[src/design/slcan_command_decoder_defines.svh]
// Assertion macros shared by the SLCAN command decoder.
// Expects signals named clk and arst_n in the including scope.
`ifndef SLCAN_COMMAND_DECODER_DEFINES_SVH
`define SLCAN_COMMAND_DECODER_DEFINES_SVH

`define SLCD_ASSERT_IMP(lbl, ante, cons) \
	lbl: assert property (@(posedge clk) disable iff (!arst_n) (ante) |-> (cons)) \
		else $error("SLCAN decoder assertion failed (same cycle).");

`define SLCD_ASSERT_NXT(lbl, ante, cons) \
	lbl: assert property (@(posedge clk) disable iff (!arst_n) (ante) |=> (cons)) \
		else $error("SLCAN decoder assertion failed (next cycle).");

`endif

[src/design/slcd_pkg.sv]
// Shared types, character codes and helpers for the SLCAN command decoder.
// No dependencies.
package slcd_pkg;

	localparam int unsigned LINE_MAX = 31;
	localparam int unsigned LEN_W = $clog2(LINE_MAX + 1);
	localparam int unsigned CMP_W = LEN_W + 1;

	localparam logic [7:0] CHR_CR = 8'h0D;
	localparam logic [7:0] CHR_LF = 8'h0A;
	localparam logic [7:0] CHR_V = 8'h56;
	localparam logic [7:0] CHR_N = 8'h4E;
	localparam logic [7:0] CHR_S = 8'h53;
	localparam logic [7:0] CHR_O = 8'h4F;
	localparam logic [7:0] CHR_C = 8'h43;
	localparam logic [7:0] CHR_F = 8'h46;
	localparam logic [7:0] CHR_T_LO = 8'h74;
	localparam logic [7:0] CHR_T_UP = 8'h54;
	localparam logic [7:0] CHR_R_LO = 8'h72;
	localparam logic [7:0] CHR_R_UP = 8'h52;
	localparam logic [7:0] CHR_0 = 8'h30;

	localparam logic [3:0] DIGITS_STD = 4'd3;
	localparam logic [3:0] DIGITS_EXT = 4'd8;
	localparam logic [3:0] MAX_DLC = 4'd8;
	localparam logic [7:0] MAX_RATE = 8'd8;

	typedef enum logic [3:0] {
		CMD_VERSION  = 4'd0,
		CMD_SERIAL   = 4'd1,
		CMD_BITRATE  = 4'd2,
		CMD_BAD_RATE = 4'd3,
		CMD_OPEN     = 4'd4,
		CMD_CLOSE    = 4'd5,
		CMD_FLAGS    = 4'd6,
		CMD_SEND_STD = 4'd7,
		CMD_SEND_EXT = 4'd8,
		CMD_RTR_STD  = 4'd9,
		CMD_RTR_EXT  = 4'd10
	} cmd_t;

	typedef struct packed {
		logic       valid;
		logic [7:0] rx_byte;
	} in_item_t;

	typedef struct packed {
		logic        valid;
		logic [3:0]  rate_index;
		logic [63:0] frame_data;
		logic [3:0]  frame_length;
		logic [31:0] frame_id;
		cmd_t        command;
	} result_t;

	function automatic logic [3:0] nibble_of(input logic [7:0] b);
		logic [3:0] h;
		h = 4'd0;
		if (b >= 8'h30 && b <= 8'h39) begin
			h = 4'(b - 8'h30);
		end else if (b >= 8'h61 && b <= 8'h66) begin
			h = 4'(b - 8'h57);
		end else if (b >= 8'h41 && b <= 8'h46) begin
			h = 4'(b - 8'h37);
		end
		return h;
	endfunction

endpackage

[src/design/slcd_in_reg.sv]
// Input register stage of the SLCAN command decoder.
// Depends on slcd_pkg.
module slcd_in_reg (
	input  logic              clk,
	input  logic              arst_n,
	input  logic              s_axis_tvalid,
	output logic              s_axis_tready,
	input  logic [7:0]        s_axis_tdata,
	input  logic              adv,
	output slcd_pkg::in_item_t in_s1
);
	import slcd_pkg::*;

	logic       valid_s1;
	logic [7:0] byte_s1;

	assign s_axis_tready = !valid_s1 || adv;

	always_ff @(posedge clk or negedge arst_n) begin
		if (!arst_n) begin
			valid_s1 <= 1'b0;
		end else if (s_axis_tready) begin
			valid_s1 <= s_axis_tvalid;
		end
	end

	always_ff @(posedge clk) begin
		if (s_axis_tready && s_axis_tvalid) begin
			byte_s1 <= s_axis_tdata;
		end
	end

	assign in_s1.valid = valid_s1;
	assign in_s1.rx_byte = byte_s1;

endmodule

[src/design/slcd_parser.sv]
// Line state and per-byte decode of the SLCAN command decoder.
// Depends on slcd_pkg.
module slcd_parser (
	input  logic               clk,
	input  logic               arst_n,
	input  slcd_pkg::in_item_t in_s1,
	input  logic               adv,
	output slcd_pkg::result_t  res
);
	import slcd_pkg::*;

	logic [7:0]       first_q, first_d;
	logic [7:0]       index_q, index_d;
	logic [LEN_W-1:0] len_q, len_d;
	logic [31:0]      id_q, id_d;
	logic [3:0]       dlc_q, dlc_d;
	logic [63:0]      data_q, data_d;
	logic             open_q, open_d;

	logic             fire;
	logic [7:0]       b;
	logic [3:0]       h;
	logic [3:0]       digits;
	logic [CMP_W-1:0] pos;
	logic [CMP_W-1:0] k;
	logic [7:0]       idx;

	always_comb begin
		fire = in_s1.valid && adv;
		b = in_s1.rx_byte;
		h = nibble_of(b);
		first_d = first_q;
		index_d = index_q;
		len_d = len_q;
		id_d = id_q;
		dlc_d = dlc_q;
		data_d = data_q;
		open_d = open_q;
		res = '0;
		unique case (first_q)
			CHR_T_UP: digits = DIGITS_EXT;
			CHR_T_LO: digits = DIGITS_STD;
			default:  digits = 4'd0;
		endcase
		pos = CMP_W'(len_q);
		k = pos - CMP_W'(digits) - CMP_W'(2);
		idx = index_q - CHR_0;

		if (b == CHR_CR || b == CHR_LF) begin
			if (len_q != '0) begin
				len_d = '0;
				unique case (first_q)
					CHR_V: begin
						res.valid = 1'b1;
						res.command = CMD_VERSION;
					end
					CHR_N: begin
						res.valid = 1'b1;
						res.command = CMD_SERIAL;
					end
					CHR_S: begin
						if (len_q >= LEN_W'(2)) begin
							res.valid = 1'b1;
							if (idx <= MAX_RATE) begin
								res.command = CMD_BITRATE;
								res.rate_index = idx[3:0];
								open_d = 1'b0;
							end else begin
								res.command = CMD_BAD_RATE;
							end
						end
					end
					CHR_O: begin
						res.valid = 1'b1;
						res.command = CMD_OPEN;
						open_d = 1'b1;
					end
					CHR_C: begin
						res.valid = 1'b1;
						res.command = CMD_CLOSE;
						open_d = 1'b0;
					end
					CHR_F: begin
						res.valid = 1'b1;
						res.command = CMD_FLAGS;
					end
					CHR_T_LO, CHR_T_UP: begin
						if (open_q && pos >= CMP_W'(digits) + CMP_W'(2)
							&& pos >= CMP_W'(digits) + CMP_W'(2) + CMP_W'({dlc_q, 1'b0})) begin
							res.valid = 1'b1;
							res.command = (first_q == CHR_T_UP) ? CMD_SEND_EXT : CMD_SEND_STD;
							res.frame_id = id_q;
							res.frame_length = dlc_q;
							res.frame_data = data_q;
						end
					end
					CHR_R_LO: begin
						res.valid = 1'b1;
						res.command = CMD_RTR_STD;
					end
					CHR_R_UP: begin
						res.valid = 1'b1;
						res.command = CMD_RTR_EXT;
					end
					default: begin
						res.valid = 1'b0;
					end
				endcase
			end
		end else if (len_q < LEN_W'(LINE_MAX)) begin
			len_d = len_q + LEN_W'(1);
			if (len_q == '0) begin
				first_d = b;
				index_d = 8'd0;
				id_d = 32'd0;
				dlc_d = 4'd0;
				data_d = 64'd0;
			end else begin
				if (len_q == LEN_W'(1)) begin
					index_d = b;
				end
				if (digits != 4'd0) begin
					if (pos <= CMP_W'(digits)) begin
						id_d = {id_q[27:0], h};
					end else if (pos == CMP_W'(digits) + CMP_W'(1)) begin
						dlc_d = (h > MAX_DLC) ? MAX_DLC : h;
					end else if (k < CMP_W'(16) && {1'b0, k[3:1]} < dlc_q) begin
						for (int j = 0; j < 16; j++) begin
							if (4'(j) == (k[3:0] ^ 4'h1)) begin
								data_d[4*j +: 4] = data_q[4*j +: 4] | h;
							end
						end
					end
				end
			end
		end else begin
			len_d = '0;
		end

		res.valid = res.valid && fire;
	end

	always_ff @(posedge clk or negedge arst_n) begin
		if (!arst_n) begin
			first_q <= 8'd0;
			index_q <= 8'd0;
			len_q <= '0;
			id_q <= 32'd0;
			dlc_q <= 4'd0;
			data_q <= 64'd0;
			open_q <= 1'b1;
		end else if (fire) begin
			first_q <= first_d;
			index_q <= index_d;
			len_q <= len_d;
			id_q <= id_d;
			dlc_q <= dlc_d;
			data_q <= data_d;
			open_q <= open_d;
		end
	end

endmodule

[src/design/slcd_out_reg.sv]
// Result register of the SLCAN command decoder, driving the output stream.
// Depends on slcd_pkg.
module slcd_out_reg (
	input  logic              clk,
	input  logic              arst_n,
	input  slcd_pkg::result_t res,
	output logic              adv,
	output logic              m_axis_tvalid,
	input  logic              m_axis_tready,
	output logic [111:0]      m_axis_tdata
);
	import slcd_pkg::*;

	logic    valid_q;
	result_t res_q;

	assign adv = !valid_q || m_axis_tready;

	always_ff @(posedge clk or negedge arst_n) begin
		if (!arst_n) begin
			valid_q <= 1'b0;
		end else if (adv) begin
			valid_q <= res.valid;
		end
	end

	always_ff @(posedge clk) begin
		if (adv && res.valid) begin
			res_q <= res;
		end
	end

	assign m_axis_tvalid = valid_q;
	assign m_axis_tdata = {4'd0, res_q.rate_index, res_q.frame_data, res_q.frame_length,
		res_q.frame_id, res_q.command};

endmodule

[src/design/slcan_command_decoder.sv]
// Top level of the SLCAN command decoder: decodes host ASCII lines into commands.
// A terminator's result goes via the input register and the result register.
// Throughput: one byte per cycle unless the output stalls; one decode per byte.
// The input stays ready while a result waits, as long as one stage is free.
// Reset clears the line state to empty and leaves the bus open; no result is pending.
// Depends on slcd_pkg, slcd_in_reg, slcd_parser, slcd_out_reg and the defines header.
`include "slcan_command_decoder_defines.svh"

module slcan_command_decoder (
	input  logic         clk,
	input  logic         arst_n,
	input  logic         s_axis_tvalid,
	output logic         s_axis_tready,
	input  logic [7:0]   s_axis_tdata,   // [7:0] rx_byte
	output logic         m_axis_tvalid,
	input  logic         m_axis_tready,
	output logic [111:0] m_axis_tdata    // [3:0] command, [35:4] frame_id,
	                                     // [39:36] frame_length, [103:40] frame_data,
	                                     // [107:104] rate_index, [111:108] zero
);
	import slcd_pkg::*;

	in_item_t in_s1;
	result_t  res;
	logic     adv;

	slcd_in_reg u_in_reg (
		.clk           (clk),
		.arst_n        (arst_n),
		.s_axis_tvalid (s_axis_tvalid),
		.s_axis_tready (s_axis_tready),
		.s_axis_tdata  (s_axis_tdata),
		.adv           (adv),
		.in_s1         (in_s1)
	);

	slcd_parser u_parser (
		.clk    (clk),
		.arst_n (arst_n),
		.in_s1  (in_s1),
		.adv    (adv),
		.res    (res)
	);

	slcd_out_reg u_out_reg (
		.clk           (clk),
		.arst_n        (arst_n),
		.res           (res),
		.adv           (adv),
		.m_axis_tvalid (m_axis_tvalid),
		.m_axis_tready (m_axis_tready),
		.m_axis_tdata  (m_axis_tdata)
	);

	`SLCD_ASSERT_IMP(a_rate_only_bitrate, m_axis_tvalid && m_axis_tdata[3:0] != CMD_BITRATE, m_axis_tdata[107:104] == 4'd0)
	`SLCD_ASSERT_IMP(a_dlc_clamped, m_axis_tvalid, m_axis_tdata[39:36] <= MAX_DLC)
	`SLCD_ASSERT_IMP(a_cmd_range, m_axis_tvalid, m_axis_tdata[3:0] <= CMD_RTR_EXT)
	`SLCD_ASSERT_NXT(a_result_from_item, !in_s1.valid && !m_axis_tvalid, !m_axis_tvalid)

endmodule
[config.mk]
export PLATFORM = sky130hd
export DESIGN_NAME = slcan_command_decoder
export DESIGN_NICKNAME = d
export VERILOG_FILES = /design/src/design/slcd_pkg.sv /design/src/design/slcd_in_reg.sv /design/src/design/slcd_parser.sv /design/src/design/slcd_out_reg.sv /design/src/design/slcan_command_decoder.sv
export VERILOG_INCLUDE_DIRS = /design/src /design/src/design
export SDC_FILE = /design/constraint.sdc
export NUM_CORES = 1
export LEC_CHECK = 0
export BUFFER_PORTS_ARGS = -buffer_cell sky130_fd_sc_hd__buf_2
export CORE_ASPECT_RATIO = 1.1
export CORE_MARGIN = 2
export CORE_UTILIZATION = 54
export CTS_BUF_LIST = sky130_fd_sc_hd__clkbuf_8 sky130_fd_sc_hd__clkbuf_16
export DETAILED_ROUTE_END_ITERATION = 8
export PLACE_DENSITY = 0.74
export RECOVER_POWER = 50
export REMOVE_ABC_BUFFERS = 1
export SLEW_MARGIN = 20
export SYNTH_ARGS = -nofsm -noshare
export SYNTH_HDL_FRONTEND = slang
export SYNTH_SLANG_ARGS = --single-unit
[constraint.sdc]
create_clock -name clk -period 11.7 [get_ports clk]
set_clock_uncertainty 0.2 [all_clocks]
set_input_delay 2.34 -clock clk [delete_from_list [all_inputs] [get_ports clk]]
set_output_delay 2.34 -clock clk [all_outputs]
set_load 0.005 [all_outputs]
* Word-level counts from Yosys, hierarchy flattened
Index checks and enable logic that the tools add are counted.
Storage, ports and cells: input port bits 12, output and inout port bits 114, register bits 240, memory bits (read-only) 0, logic and storage cells 229, memories 0, latch bits 0, memory bits (writable) 0
Operators by class: reductions and logical operators 68, bitwise gates (word level) 18, multipliers 0, div/mod/pow operators 0, mux-type cells 54, shift operators 0, add/sub/neg operators 10, magnitude comparators 15, equal/unequal tests 34
Operator list (number):
- $mux 64 | 5
- $mux 109 | 2
- $reduce_and 8->1 | 16
- $mux 4 | 27
- $mux 104 | 1
- $mux 100 | 1
- $mux 32 | 3
- $eq 8x7->1 const B | 10
- $or 4x4->4 | 16
- $reduce_bool 2->1 | 21
- $eq 4x4->1 const A | 8
- $pmux 4 s8 | 1
- $mux 5 | 4
- $eq 3x4->1 const A | 4
- $eq 8x4->1 const B | 2
- $ge 8x7->1 const B | 2
- $le 8x7->1 const B | 2
- $mux 8 | 2
- $ge 5x6->1 | 2
- $reduce_and 4->1 | 3
- $reduce_and 6->1 | 2
- $logic_and 1x1->1 | 10
- $reduce_and 5->1 | 2
- $eq 2x4->1 const A | 2
- other kinds (38) | 51

* Logic depth before layout (Yosys ltp)
Gate-level depths: netlist of run 1.
depth after elaboration 12, depth in mapped cells 18, depth with buffers taken out 16

* Cells and area by module
Synthesis of run 1 repeated with hierarchy kept, for this count alone.
Unflattened totals: cells, all modules 910, area, all modules 10422.5 um2
By module, submodules not included:
- slcd_parser | sequential area each 3054.2 um2, cells an instance 780, times used 1, area an instance 6790.3 um2
- slcd_out_reg | sequential area each 3268.1 um2, cells an instance 117, times used 1, area an instance 3330.7 um2
- slcd_in_reg | sequential area each 265.3 um2, cells an instance 13, times used 1, area an instance 301.5 um2

* Least setup slack after synthesis of run 1
OpenSTA, ideal clock, no wires.
path type register to register, from register u_parser.first_q[0], to register u_out_reg.res_q (netlist bit u_out_reg.m_axis_tdata[0]) (enable), path buffers 2, library setup time 0.487 ns, clock period less this slack 6.278 ns, data arrival time 5.591 ns, path slack 5.422 ns, required time 11.013 ns, stages on the path, launching flop included 14, cell sequence dfrtp_1 buf_6 or3b_1 nor2_1 nand2_1 ha_1 inv_1 fa_1 ha_1 nand2_1 o21ai_0 and4_1 buf_2 o31a_1
Between the ends: longest elaborated chain between the ends 12, elaborated cells on any way between the ends 25, classes of those cells add/sub (2); order compare (2); eq/ne (10); mux (5); reduce/logical (6)
RTL lines:
- start: declaration | line slcd_parser.sv:12 | logic [7:0] first_q, first_d;
- start signal: assignment | line slcd_parser.sv:153 | first_q <= first_d;
- $eq 8x7->1 | line slcd_parser.sv:40, slcd_parser.sv:52
- $pmux 4 s2 | line slcd_parser.sv:40 | unique case (first_q)
- $add 4x2->5 | line slcd_parser.sv:88, slcd_parser.sv:89
- $add 6x5->6 or $ge 5x6->1 (tied branches) | line slcd_parser.sv:89, slcd_parser.sv:88
- $ge 5x6->1 or $logic_and 1x1->1 (tied branches) | line slcd_parser.sv:89, slcd_parser.sv:88
- $logic_and 1x1->1 | line slcd_parser.sv:89 | && pos >= CMP_W'(digits) + CMP_W'(2) + CMP_W'({dlc_q, 1'b0})) begin
- $mux 1 | line slcd_parser.sv:88 | if (open_q && pos >= CMP_W'(digits) + CMP_W'(2)
- $pmux 1 s3 * | line slcd_parser.sv:52 | unique case (first_q)
- $mux 109 * | line slcd_parser.sv:50 | if (len_q != '0) begin
- $mux 109 * | line slcd_parser.sv:49 | if (b == CHR_CR || b == CHR_LF) begin
- $logic_and 1x1->1 * | line slcd_parser.sv:140 | res.valid = res.valid && fire;
- $logic_and 1x1->1 * | line slcd_out_reg.sv:28 | if (adv && res.valid) begin
- end signal: assignment | line slcd_out_reg.sv:29 | res_q <= res;
- end: declaration | line slcd_out_reg.sv:15 | result_t res_q;
Every way passes the cells marked *; elsewhere a longest branch is shown, timed or not. A chain may end at the register's enable or synchronous reset.

* Worst setup path after layout of run 1
from register u_parser.first_q[0], to register u_out_reg.res_q (netlist bit u_out_reg.m_axis_tdata[78]) (enable)
Same word-level chain as after synthesis.

==> summary.txt, run 1 <==
Synth
  – Cell Area, Synth: between 10000 and 15000 sq um
  – Most common flop cell mapped by yosys: dfrtp_1
  – Mean cell area of the mapped netlist: 12.16 sq um
  – Post-synthesis sequential area ratio: 0.6008
  – Flops & latches, synth: 240
  – Number of synthesis warnings: 0
  – Number of flops mapped to enable cells by yosys: 116
  – Number of distinct library cells after synthesis: 74
  – Post-synth ARST share: 0.5167
  – Instance count of the mapped netlist: 902

Route
  – Number of remaining DRC errors: 0
  – Post-DR wirelength/cell: 17.92 um
  – Antenna viol nets, final: 0
  – First-pass iteration count of the detailed router: 5
  – Final wirelength: 22660 um
  – DR iter-0 viols: 488
  – Detail-routed via count per cell: 5.806
  – Vias after detailed routing: 7339

Critical path
  – Critical Path End Type: flop
  – Critical path startpoint category: flop
  – List of cells traversed by the critical path: or3b_1, or2_0, nor2_1, ha_1, xor2_1, ha_1, nand2_1, o21ai_0, and4_2, o31a_1, buf_4, buf_16
  – Required arrival time at the worst endpoint: 11680 ps
  – Critical Path Slowest Stage Cell: o31a_1
  – CP most frequent cell: ha_1
  – CP Max Fanout: 59
  – Setup Crit Path Kind: flop to flop
  – Data arrival time at the worst-slack endpoint: 5590 ps
  – Largest incremental delay on the critical path: ~970 ps

Floorplan
  – Chip Width: 139.9 um
  – Area of the placeable core: 19860 sq um
  – Total number of placement rows: 54
  – Starting density of the core: 0.5520
  – Number of ports placed on the die boundary: 126
  – Area enclosed by the die boundary: 21460 sq um
  – Height of the die: 153.4 um

Clocking
  – Gates resized, CTS repair: 0
  – Number of setup buffers added after CTS: 0
  – Clock latency of the later-clocked register in the worst-skew pair: around 500 ps
  – Clock transition at the registers of the reported paths: 60 ps
  – Number of buffers added by the clock tree synthesis step: 24
  – Hold-fix buffer count after cts: 0
  – Root cell of the clock tree: clkbuf_16
  – Total number of clock tree sinks: 240
  – H-tree levels: 1
  – Maximum buffer depth of the clock tree: 3
  – CTS tree: done

Hold path
  – Tightest Hold Check Type: flop to flop

GRT
  – First-pass GRT wire length: roughly 38000 um
  – GR Overflow Total: 0
  – GR Layer Usage met2: 0.3494
  – GR met1 Demand/Resource: 0.3031
  – Tot GR Track Use: 0.2151
  – Via count of the first global-routing pass: around 7300
  – Maximum number of pins on one net before global-route repair: 101
  – Met3 capacity usage during global routing: 0.03133
  – Layer carrying the most global-route usage: met2
  – Number of antenna violations at the first check in global routing: 0

Power and ir drop
  – Clock network power share: 0.345
  – Combinational Power Share: 0.177
  – Leak: 5.831 nW
  – Flop pwr share: 0.478
  – Internal power of the cells: 1.517 mW
  – Switching part of the total power: 0.2932
  – Power Dens Cells: 173.6 nW/um^2
  – Worst voltage drop across the vdd grid: about 0.12 mV
  – Total net switching power: approximately 0.63 mW

Cells and area
  – Area grow syn2layout: 12.77%
  – Number of standard cells in the final layout excluding fillers: 1264
  – Fraction of final layout cells sized beyond drive strength 1: 0.1729
  – Final Net Count: 1035
  – Number of antenna cells inserted: 0
  – Number of fillers in the final layout: approximately 1600

Timing
  – Setup repair after global routing missed its margin: false
  – Maximum clock rate: 0.1783 GHz
  – Final period utilization: 0.4794
  – Worst-margin pin slew: just over 3000 ps
  – Worst setup margin: 6091 ps
  – Relative slew margins: -1.079
  – Post-layout min period: 5609 ps
  – Final setup TNS: 0 ps
  – Setup Viol. Count Final: 0
  – Number of failing hold endpoints at the final stage: 0
  – Final max-slew violation count: 184

Place
  – Gpl congestion: roughly 0.85
  – Number of instances in the placed design: 1219
  – Post-detail-place hpwl: 14400 um
  – DP Worst Slack: between 6000 and 7000 ps
  – IO Port Bufs: about 120

Job
  – Max-Cap Viols: 4

Run status
  – Violations in the final reports: capacitance limit, slew limit
  – Run status: complete, but fails checks
-- final cells by class --
cell class,count,area [sq um],area share
Timing Repair Buffer,132,651.9,0.05272
Tap cell,252,315.3,0.02550
Sequential cell,240,6588,0.5328
Inverter,38,142.6,0.01154
Multi-Input combinational cell,558,3884,0.3141
Clock inverter,13,63.81,0.005161
Clock buffer,31,719.4,0.05819
-- metal layers --
layer | vias up | share of wire
met1 | 3608 | 0.45
met3 | 44 | 0.050
met5 | - | 0
li1 | 3495 | -
met4 | 0 | 0.022
met2 | 192 | 0.48
-- worst max-delay path: cells and delay by family, from the launching register on --
| kind | cells | cell delay [ps] |
|---|---|---|
| xor+xnor | 1 | 160 |
| fa+ha+maj | 2 | 640 |
| flops | 1 | 460 |
| buf+inv | 2 | 840 |
| simple gates | 5 | 1600 |
| compound gates | 2 | 1320 |
-- cell usage in the layout (no fill, tap or decap), types with 3 or more instances in the layout --
| cell type | instances |
|---|---|
| nor3b_1 | 8 |
| nand4_1 | 7 |
| buf_4 | 9 |
| o21ai_0 | 48 |
| or3_1 | 5 |
| clkbuf_1 | 43 |
| a22o_1 | 30 |
| nor4_1 | 7 |
| edfxtp_1 | 116 |
| nand2_1 | 85 |
| mux2i_1 | 5 |
| a211oi_1 | 5 |
| nand4bb_1 | 3 |
| nor3_1 | 10 |
| inv_1 | 43 |
| dfrtp_1 | 123 |
| fa_1 | 3 |
| o41ai_1 | 4 |
| a21oi_1 | 21 |
| nand2b_1 | 15 |
| clkbuf_16 | 26 |
| o41ai_2 | 29 |
| o21ai_1 | 9 |
| conb_1 | 4 |
| clkbuf_8 | 5 |
| mux2_1 | 4 |
| clkinv_2 | 5 |
| nor2b_1 | 11 |
| mux2_2 | 5 |
| or2b_1 | 5 |
| ha_1 | 26 |
| nand3_1 | 17 |
| and3_1 | 103 |
| a31oi_1 | 11 |
| buf_2 | 79 |
| nor2_1 | 30 |
-- state kept, by name, summed over array words and instances, names as in the netlist --
name,flops
u_parser.first_q,8
u_parser.index_q,8
u_parser.data_q,64
u_out_reg.m_axis_tvalid,1
u_parser.dlc_q,4
u_parser.open_q,1
u_parser.id_q,32
u_in_reg.valid_s1,1
u_parser.len_q,5
u_in_reg.byte_s1,8
u_out_reg.m_axis_tdata,108
-- path summary, 6_finish.rpt --
| check | depth (start not counted) | from | slack (ps) | end |
|---|---|---|---|---|
| max in group asynchronous | 2 | arst_n | 6490 | u_parser.id_q[26]$_DFFE_PN0P_ |
| setup / recovery | 12 | u_parser.first_q[0]$_DFFE_PN0P_ | 6090 | u_out_reg.m_axis_tdata[78]$_SDFFCE_PN0P_ |
| hold reg to reg | 2 | u_parser.data_q[47]$_DFFE_PN0P_ | 270 | u_parser.data_q[47]$_DFFE_PN0P_ |
| min in group asynchronous | 1 | arst_n | 2660 | u_parser.data_q[9]$_DFFE_PN0P_ |
| hold / removal | 2 | u_parser.data_q[47]$_DFFE_PN0P_ | 270 | u_parser.data_q[47]$_DFFE_PN0P_ |
| setup reg to reg | 12 | u_parser.first_q[0]$_DFFE_PN0P_ | 6090 | u_out_reg.m_axis_tdata[78]$_SDFFCE_PN0P_ |
-- logic make-up after synthesis --
group,count (synthesis),share of synthesized area
DFF,240,0.6008
adders and majority gates,29,0.03515
xor gates and xnor gates,4,0.003196
AOI/OAI and AO/OA,180,0.1348
muxes,14,0.01381
buffers and inverters,107,0.04610
and+or+nand+nor,327,0.1658
other,1,0.0003420
-- stage by stage --
step / hold slack, ps / utilization / power [mW] / instance area [sq um]
after floorplan: 235.0 / - / 1.304 / 10610
after global routing: 294.4 / 0.6224 / 2.262 / 12360
final: 274.4 / 0.6224 / 2.146 / 12360
after CTS: 275.0 / 0.6251 / 2.161 / 12420
after detailed placement: 256.2 / 0.5857 / 1.419 / 11630
after global placement: 252.4 / 0.5857 / 1.403 / 11630
-- Yosys cell counts (5+ instances only) --
cell type | instances | share of area
nor2b_1 | 11 | 0.0063
buf_2 | 20 | 0.0091
o21ai_0 | 46 | 0.021
edfxtp_1 | 116 | 0.32
a31oi_1 | 11 | 0.0063
or2b_1 | 5 | 0.0034
nor4_1 | 6 | 0.0034
a211oi_1 | 5 | 0.0034
buf_6 | 8 | 0.0082
a22o_1 | 30 | 0.024
inv_1 | 37 | 0.013
clkbuf_1 | 36 | 0.012
and3_1 | 103 | 0.059
mux2i_1 | 5 | 0.0046
nor3b_1 | 8 | 0.0055
o41ai_2 | 29 | 0.043
nand2b_1 | 15 | 0.0086
ha_1 | 26 | 0.030
nor3_1 | 10 | 0.0046
dfrtp_1 | 123 | 0.28
buf_4 | 5 | 0.0034
nor2_1 | 31 | 0.011
a21oi_1 | 21 | 0.0096
o21ai_1 | 12 | 0.0055
mux2_2 | 6 | 0.0062
nand2_1 | 85 | 0.029
nand3_1 | 17 | 0.0078
nand4_1 | 7 | 0.0040
-- power by group through the flow --
| stage | Combinational, mW | Clock (mW) | Sequential (mW) |
|---|---|---|---|
| CTS | 0.381 | 0.756 | 1.02 |
| global route | 0.434 | 0.789 | 1.04 |
| floorplan | 0.291 | 0 | 1.01 |
| detailed placement | 0.378 | 0 | 1.04 |
| finish | 0.380 | 0.740 | 1.03 |
| global placement | 0.365 | 0 | 1.04 |
(Power assumes the default switching activity.)
==> run 2: changes to the inputs <==
- ABC_AREA: not set -> 1
- clock period: 11.7 -> 5.85 ns (I/O delays scaled with it)
==> run 2 against run 1 <==
  * The run still ends with capacitance limit, slew limit left
  * Non-clock buffer count is 6 lower
  * Flip-flop and latch count did not move
  * Die area decreased by 0.92%
  * Utilization down 0.38 points
  * Power grew 100%
  * Wire length fell by 2.4%
  * Count of clock-buffer cells in the layout did not move
  * Register-to-register slack worse by 4700 ps
  * First-iteration DRC count increased by 23%
  * Critical path type unchanged
==> summary.txt, run 2 <==
Timing
  – Fin Hold WS: ~280 ps
  – Setup repair after global routing missed its margin: false
  – Final setup TNS: 0 ps
  – Post-layout min period: about 4400 ps
  – Worst setup margin: 1417 ps
  – Setup Viol. Count Final: 0
  – Number of failing hold endpoints at the final stage: 0
  – Final max-slew violation count: 126
  – Maximum clock rate: 0.2256 GHz
  – Relative slew margins: -1.450
  – Final period utilization: 0.7578
  – Worst-margin pin slew: 3676 ps

Route
  – Final wirelength: 22100 um
  – Antenna viol nets, final: 0
  – Detail-routed via count per cell: roughly 5.1
  – DR iter-0 viols: around 600
  – First-pass iteration count of the detailed router: 5
  – Vias after detailed routing: a little under 8000
  – Post-DR wirelength/cell: 14.53 um
  – Number of remaining DRC errors: 0

Place
  – DP Worst Slack: about 1400 ps
  – IO Port Bufs: 121
  – Gpl congestion: between 0.9 and 1
  – Number of instances in the placed design: 1477
  – Post-detail-place hpwl: 14970 um
  – Placed Instance Area: 11520 sq um

Job
  – Max-Cap Viols: 2

Floorplan
  – Total number of placement rows: between 50 and 60
  – Area enclosed by the die boundary: 21260 sq um
  – Chip Width: between 100 and 150 um
  – Area of the placeable core: just under 20000 sq um
  – Height of the die: 152.7 um
  – Starting density of the core: 0.5486
  – Number of ports placed on the die boundary: 126

Cells and area
  – Flip-flop count of the largest register, all copies and words added: 108
  – Non-Filler Cell Area, Final: around 12000 sq um
  – Most frequent standard cell in the layout excluding fill and tap cells: nand2_1
  – Highest-count cells in the layout ignoring fill and taps: nand2_1 (244), inv_1 (171), nor2_1 (161)
  – Area grow syn2layout: 12.78%
  – Number of fillers in the final layout: about 1700
  – Post-route core utilization: 0.6187
  – Number of antenna cells inserted: 0
  – Final Net Count: 1292
  – Fraction of final layout cells sized beyond drive strength 1: 0.1119
  – Number of standard cells in the final layout excluding fillers: 1521
  – Largest registers ranked by flip-flop count: u_out_reg.m_axis_tdata: 108 flops, u_parser.data_q: 64 flops, u_parser.id_q: 32 flops
  – Register ranked first by flip-flop count: u_out_reg.m_axis_tdata

Critical path
  – Startpoint of the worst setup timing path: u_parser.first_q[3]$_DFFE_PN0P_
  – Data arrival time at the worst-slack endpoint: 4410 ps
  – Startpoint of the worst register-to-register path: u_parser.first_q[3]$_DFFE_PN0P_
  – Critical Path End Type: flop
  – Register-to-register path setup slack: 1420 ps
  – Crit path max-delay family: buffers and inverters
  – CP most frequent cell: nand2_1
  – Critical Path Slowest Stage Cell: inv_4
  – Crit path buffers/inverters: 6
  – Largest incremental delay on the critical path: 580 ps
  – List of cells traversed by the critical path: inv_1, nand2_1, nor2_1, nand2_1, nor2_1, inv_1, ha_1, inv_1, fa_1, ha_1, nand2_1, inv_1, nand2_1, nand2_1, nand2_1, nand2_1, nand2_1, nand2_1, nand2_1, inv_4, buf_12
  – Setup Crit Path Kind: flop to flop
  – Required arrival time at the worst endpoint: between 5000 and 6000 ps
  – CP Max Fanout: 58
  – Critical path startpoint category: flop

GRT
  – First-pass GRT wire length: ~37000 um
  – Maximum number of pins on one net before global-route repair: 69
  – GR Overflow Total: 0
  – Number of antenna violations at the first check in global routing: 0
  – Via count of the first global-routing pass: 7444
  – Tot GR Track Use: 0.2101

Synth
  – Mean cell area of the mapped netlist: 9.527 sq um
  – Number of flops mapped to enable cells by yosys: 116
  – Post-synth ARST share: 0.5167
  – Most common flop cell mapped by yosys: dfrtp_1
  – Synth top area cells: edfxtp_1 (32%), dfrtp_1 (28%), nand2_1 (8.3%), inv_1 (5.8%), nor2_1 (5.5%)
  – Cell Area, Synth: 10860 sq um
  – Most used standard cells in the synthesized netlist: nand2_1 (240), inv_1 (169), nor2_1 (159), dfrtp_1 (123), edfxtp_1 (116)
  – Number of synthesis warnings: 0
  – Flops & latches, synth: 240
  – Share of the synthesized area in the top cell type: 0.3207
  – Number of distinct library cells after synthesis: 37
  – Synth area leader: edfxtp_1
  – Post-synthesis sequential area ratio: 0.6066
  – Instance count of the mapped netlist: approximately 1100
  – Top-count cell post-synth: nand2_1

Run status
  – Run status: complete, but fails checks
  – Violations in the final reports: capacitance limit, slew limit

Clocking
  – Clock transition at the registers of the reported paths: 60 ps
  – Hold-fix buffer count after cts: 0
  – H-tree levels: 1
  – CTS tree: done
  – Total number of clock tree sinks: 240
  – Gates resized, CTS repair: 0
  – Number of setup buffers added after CTS: 0
  – Number of buffers added by the clock tree synthesis step: 24
  – Maximum buffer depth of the clock tree: 3
  – Root cell of the clock tree: clkbuf_16
  – Clock latency of the later-clocked register in the worst-skew pair: between 500 and 600 ps

Power and ir drop
  – Leak: 4.784 nW
  – Power Dens Cells: 353.6 nW/um^2
  – Total design power: 4.330 mW
  – Worst voltage drop across the vdd grid: between 0.2 and 0.25 mV

Hold path
  – Tightest Hold Check Type: flop to flop
  – Min-Delay Startpoint: u_parser.open_q$_DFFE_PN1P_
-- run 2: cell count changes after synthesis, sizes merged, moves of 11 or more --
cell | previous run | this run
nand2b | 15 | 0
o41ai | 33 | 0
a22o | 30 | 0
nand2 | 85 | 249
a31oi | 11 | 0
nand3 | 17 | 82
o21ai | 58 | 102
and3 | 103 | 0
nor2 | 32 | 165
nor2b | 11 | 0
clkbuf | 36 | 3
inv | 38 | 175
-- run 2: path summary, 6_finish.rpt --
path | endpoint | cells after the start
hold reg to reg | u_parser.open_q$_DFFE_PN1P_ | 2
min in group asynchronous | u_parser.data_q[53]$_DFFE_PN0P_ | 2
setup reg to reg | u_out_reg.m_axis_tdata[98]$_SDFFCE_PN0P_ | 21
hold / removal | u_parser.open_q$_DFFE_PN1P_ | 2
max in group asynchronous | u_parser.id_q[26]$_DFFE_PN0P_ | 2
setup / recovery | u_out_reg.m_axis_tdata[98]$_SDFFCE_PN0P_ | 21
-- run 2: cells by family after synthesis --
group | synth area share
DFF | 0.6066
other | 0.0003453
adders and majority gates | 0.03548
xor gates and xnor gates | 0.002420
and+or+nand+nor | 0.2005
AOI/OAI and AO/OA | 0.06302
buffers and inverters | 0.09170
-- run 2: final cells by class --
| cell class | count | area [sq um] | area share |
|---|---|---|---|
| multi-input combinational | 683 | 3239 | 0.2645 |
| inverter | 176 | 663.1 | 0.05414 |
| clock buffer | 31 | 719.4 | 0.05874 |
| timing repair buffer | 126 | 594.3 | 0.04852 |
| clock inverter | 13 | 128.9 | 0.01052 |
| tap | 252 | 315.3 | 0.02574 |
| sequential | 240 | 6588 | 0.5378 |
-- run 2: power breakdown --
group	leakage, nW	internal, mW	switching [mW]	total (mW)
logic	1.85	0.236	0.554	0.789
registers	2.51	1.86	0.100	1.96
clock network	0.426	0.960	0.626	1.59
-- run 2: tightest hold or removal path, cell delays in order, from the launching register on --
cell,delay [ps]
dfstp_2,370
o21ai_0,60
nand2_1,50
-- run 2: routing by layer --
layer | global-route usage | vias to the layer above | part of all wire
met2 | 0.3519 | 222 | 0.50
li1 | - | 3848 | -
met3 | 0.02954 | 34 | 0.057
met5 | 0 | - | 0
met1 | 0.2903 | 3725 | 0.43
met4 | 0.06061 | 0 | 0.018
